$ cat src/rtl/core/sphc_ram.sv
// Generic simple dual-port RAM with registered read and read enable.
module sphc_ram #(
  parameter int WIDTH = 8,
  parameter int DEPTH = 16
) (
  input  logic                     clk,
  input  logic                     we,
  input  logic [$clog2(DEPTH)-1:0] waddr,
  input  logic [WIDTH-1:0]         wdata,
  input  logic                     re,
  input  logic [$clog2(DEPTH)-1:0] raddr,
  output logic [WIDTH-1:0]         rdata
);

  logic [WIDTH-1:0] mem [DEPTH];

  // Write port
  always_ff @(posedge clk) begin
    if (we) begin
      mem[waddr] <= wdata;
    end
  end

  // Registered read, holds while re is low
  always_ff @(posedge clk) begin
    if (re) begin
      rdata <= mem[raddr];
    end
  end

endmodule

$ cat config.mk
export PLATFORM = sky130hd
export DESIGN_NAME = sphc_ram
export DESIGN_NICKNAME = d
export VERILOG_FILES = /design/src/rtl/core/sphc_ram.sv
export SDC_FILE = /design/constraint.sdc
export NUM_CORES = 1
export LEC_CHECK = 0
export BUFFER_PORTS_ARGS = -buffer_cell sky130_fd_sc_hd__buf_2
export CORE_UTILIZATION = 50
export DETAILED_ROUTE_END_ITERATION = 10
export GPL_TIMING_DRIVEN = 0
export PLACE_DENSITY = 0.63
export SLEW_MARGIN = 20
export SYNTH_ARGS = -nofsm -noshare
export SYNTH_HDL_FRONTEND = slang
export SYNTH_SLANG_ARGS = --single-unit
export TNS_END_PERCENT = 5
$ cat constraint.sdc
create_clock -name clk -period 2.11 [get_ports clk]
set_input_delay 0.1055 -clock clk [delete_from_list [all_inputs] [get_ports clk]]
set_output_delay 0.1055 -clock clk [all_outputs]
set_load 0.01 [all_outputs]
==> run summary <==
fillers: 695
routed via count: 2,429
Routed Antenna Nets: 0
TritonRoute pass-1 iters: 4
Setup TNS: 0 ns
final count of pins violating max slew: 0
CP Launch Type: register
Die Y: 104 µm
Max transition margin: 46.1%
clock sinks: 136
Critical Path RT: 2.38 ns
mapped cell area: 5230 µm²
Die Wd: 104 µm
worst hold path class: in2reg
Cell variety after synth: 18
share of layout cells above drive strength 1: 29.5%
Ys Warns: 0
final hold vios: 0
status: finished clean
Starting Density: 52.5%
min-delay src: waddr[1]
Syn Nets: 248
Gate power share: 4.5%
Post-CTS Resized: 0
NetSw: 1240 µW
# nets final: 301
Worst Path Arrival: 1.82 ns
gr usage total: 19.8%
Syn Area/Cell: 22.8 µm²
# DRC: 0
Max-Cap Viols: 0
largest net degree at the start of global routing: 17
Setup WS post-layout: 0.561 ns
most common cell after layout, fill and taps aside: edfxtp_1
crit-path max FO: 1
Synth Instances: 229
H-tree depth: 4
Finished Cell Area: 6300 µm²
Layout area overhead: 20.5%
latest clock arrival within the worst-skew pair: 0.53 ns
Root Buffer: clkbuf_8
FP Rows: 36
Slowest Stage Delay on Critical Path: 0.51 ns
antenna diode count: 0
CP cell instances: mux4_2 > a22oi_1 > nand2_1
hpwl dp: 6000 µm
vias in the first global route: 2,401
WL/cell: 22.8 µm
Congestion Overflow GR: 0
Critical R2R Launch: mem[7][7]$_DFFE_PP_
Setup crit start: mem[7][7]$_DFFE_PP_
core area: 9950 µm²
RSZ-0062 raised after global routing: no
Switching Share: 18.6%
Fin Clk Skew: 0.00491 ns
Clock Pin Slew Worst Setup and Hold Paths: 0.06 ns
GPL Wtd Cong: 0.686
CTS Buffer Depth: 2
synth top area cells: edfxtp_1 78%, mux4_2 7.8%, mux4_1 7.0%
CTS tree: built
commonest non-fill, non-tap cells in the layout: 136 x edfxtp_1, 28 x buf_2, 18 x mux4_2, 16 x a22oi_1, 16 x clkbuf_16
Static Leak: 0.00212 µW
Sequential Power Share: 45.8%
Iter 0 DRT Violations: 213
dpl cell area: 5540 µm²
Via density: 5.68
first-pass GRT wire length: 14,400 µm
Worst Setup Path Type: reg2reg
Clk network pwr share: 49.7%
Worst-Margin Slew: 0.805 ns
slowest CP cell: mux4_2
clock buffer count from CTS: 17
Tmin final: 1.55 ns
share of the synthesized area in the top cell type: 78.1%
die area: 10,900 µm²
Setup Viol. Count Final: 0
IO Pins: 27
initial antenna violation count: 0
port bufs: 25
Hold WS: 0.0967 ns
internal power: 5440 µW
Worst Setup End Kind: register
count of state elements after synthesis: 136
Seq/Total Area, Yosys: 78.1%
Pwr Density: 1060 nW/µm²
post-synth top area cell: edfxtp_1
Fmax: 645 MHz
Setup Slack @ Placement: 0.333 ns
Worst VDD drop: 0.537 mV
WL final: 9750 µm
final period utilization: 73.4%
==> metal layers <==
metal,up-vias,track usage [%],wire length [µm]
met1,1246,27.2,4370
met5,-,0,0
met3,20,6.39,548
met4,0,8.98,228
met2,73,29.2,4600
li1,1090,-,-
==> stage by stage <==
step	util (%)	power [µW]	std cells
finish	63.3	6680	428
floorplan	-	3270	229
CTS	63.3	6730	428
global route	63.3	6850	428
global placement	55.4	3390	387
detailed placement	55.6	3410	387
==> registers in the layout, summed over array words and instances, names as in the netlist <==
name and cells:
rdata 8, mem 128
==> power by group through the flow <==
stage               sequential, µW  clock, µW  combinational, µW
floorplan                     3120          0                154
global placement              3110          0                284
detailed placement            3110          0                292
CTS                           3060       3360                306
global route                  3060       3460                326
finish                        3060       3320                302
==> path summary, 6_finish.rpt <==
path	slack (ns)	to	depth (start not counted)
max	0.56	rdata[7]$_DFFE_PP_	3
min	0.1	mem[4][3]$_DFFE_PP_	2
max reg2reg	0.56	rdata[7]$_DFFE_PP_	3
min reg2reg	0.75	rdata[3]$_DFFE_PP_	3
==> cell usage after synthesis (all sizes together) <==
master,n
edfxtp,136
mux4,32
a22oi,16
nor2,13
nand2,9
buf,7
nor3,4
clkdlybuf4s25,3
nand2b,2
nand3b,2
and2,1
and2b,1
nand3,1
nor2b,1
or3b,1
==> kinds of logic after synthesis <==
group / Yosys count / synth area share (%)
buffers and inverters: 10 / 1.65
muxes: 32 / 14.8
DFF: 136 / 78.1
AOI/OAI and AO/OA: 16 / 2.30
and+or+nand+nor: 35 / 3.14
==> final cells by class <==
class,count,area (µm²),area share (%)
buffer,10,86.3,1.37
clock buffer,18,418,6.63
timing repair buffer,34,215,3.42
clock inverter,14,253,4.01
multi-input combinational,83,1080,17.1
sequential,136,4080,64.8
tap,133,166,2.64
==> what timing repair did <==
item / CTS / global route
hold buffers: 9 / 0
hold endpoints to repair: 136 / 0
buffers inserted: 0 / 0
==> worst max-delay path: cells and delay by family (launching register included) <==
family / cells / cell delay (ns)
AO/OA/AOI/OAI: 1 / 0.31
flip-flops: 1 / 0.38
multiplexers: 1 / 0.51
AND/OR/NAND/NOR: 1 / 0.10
(Power assumes the default switching activity.)
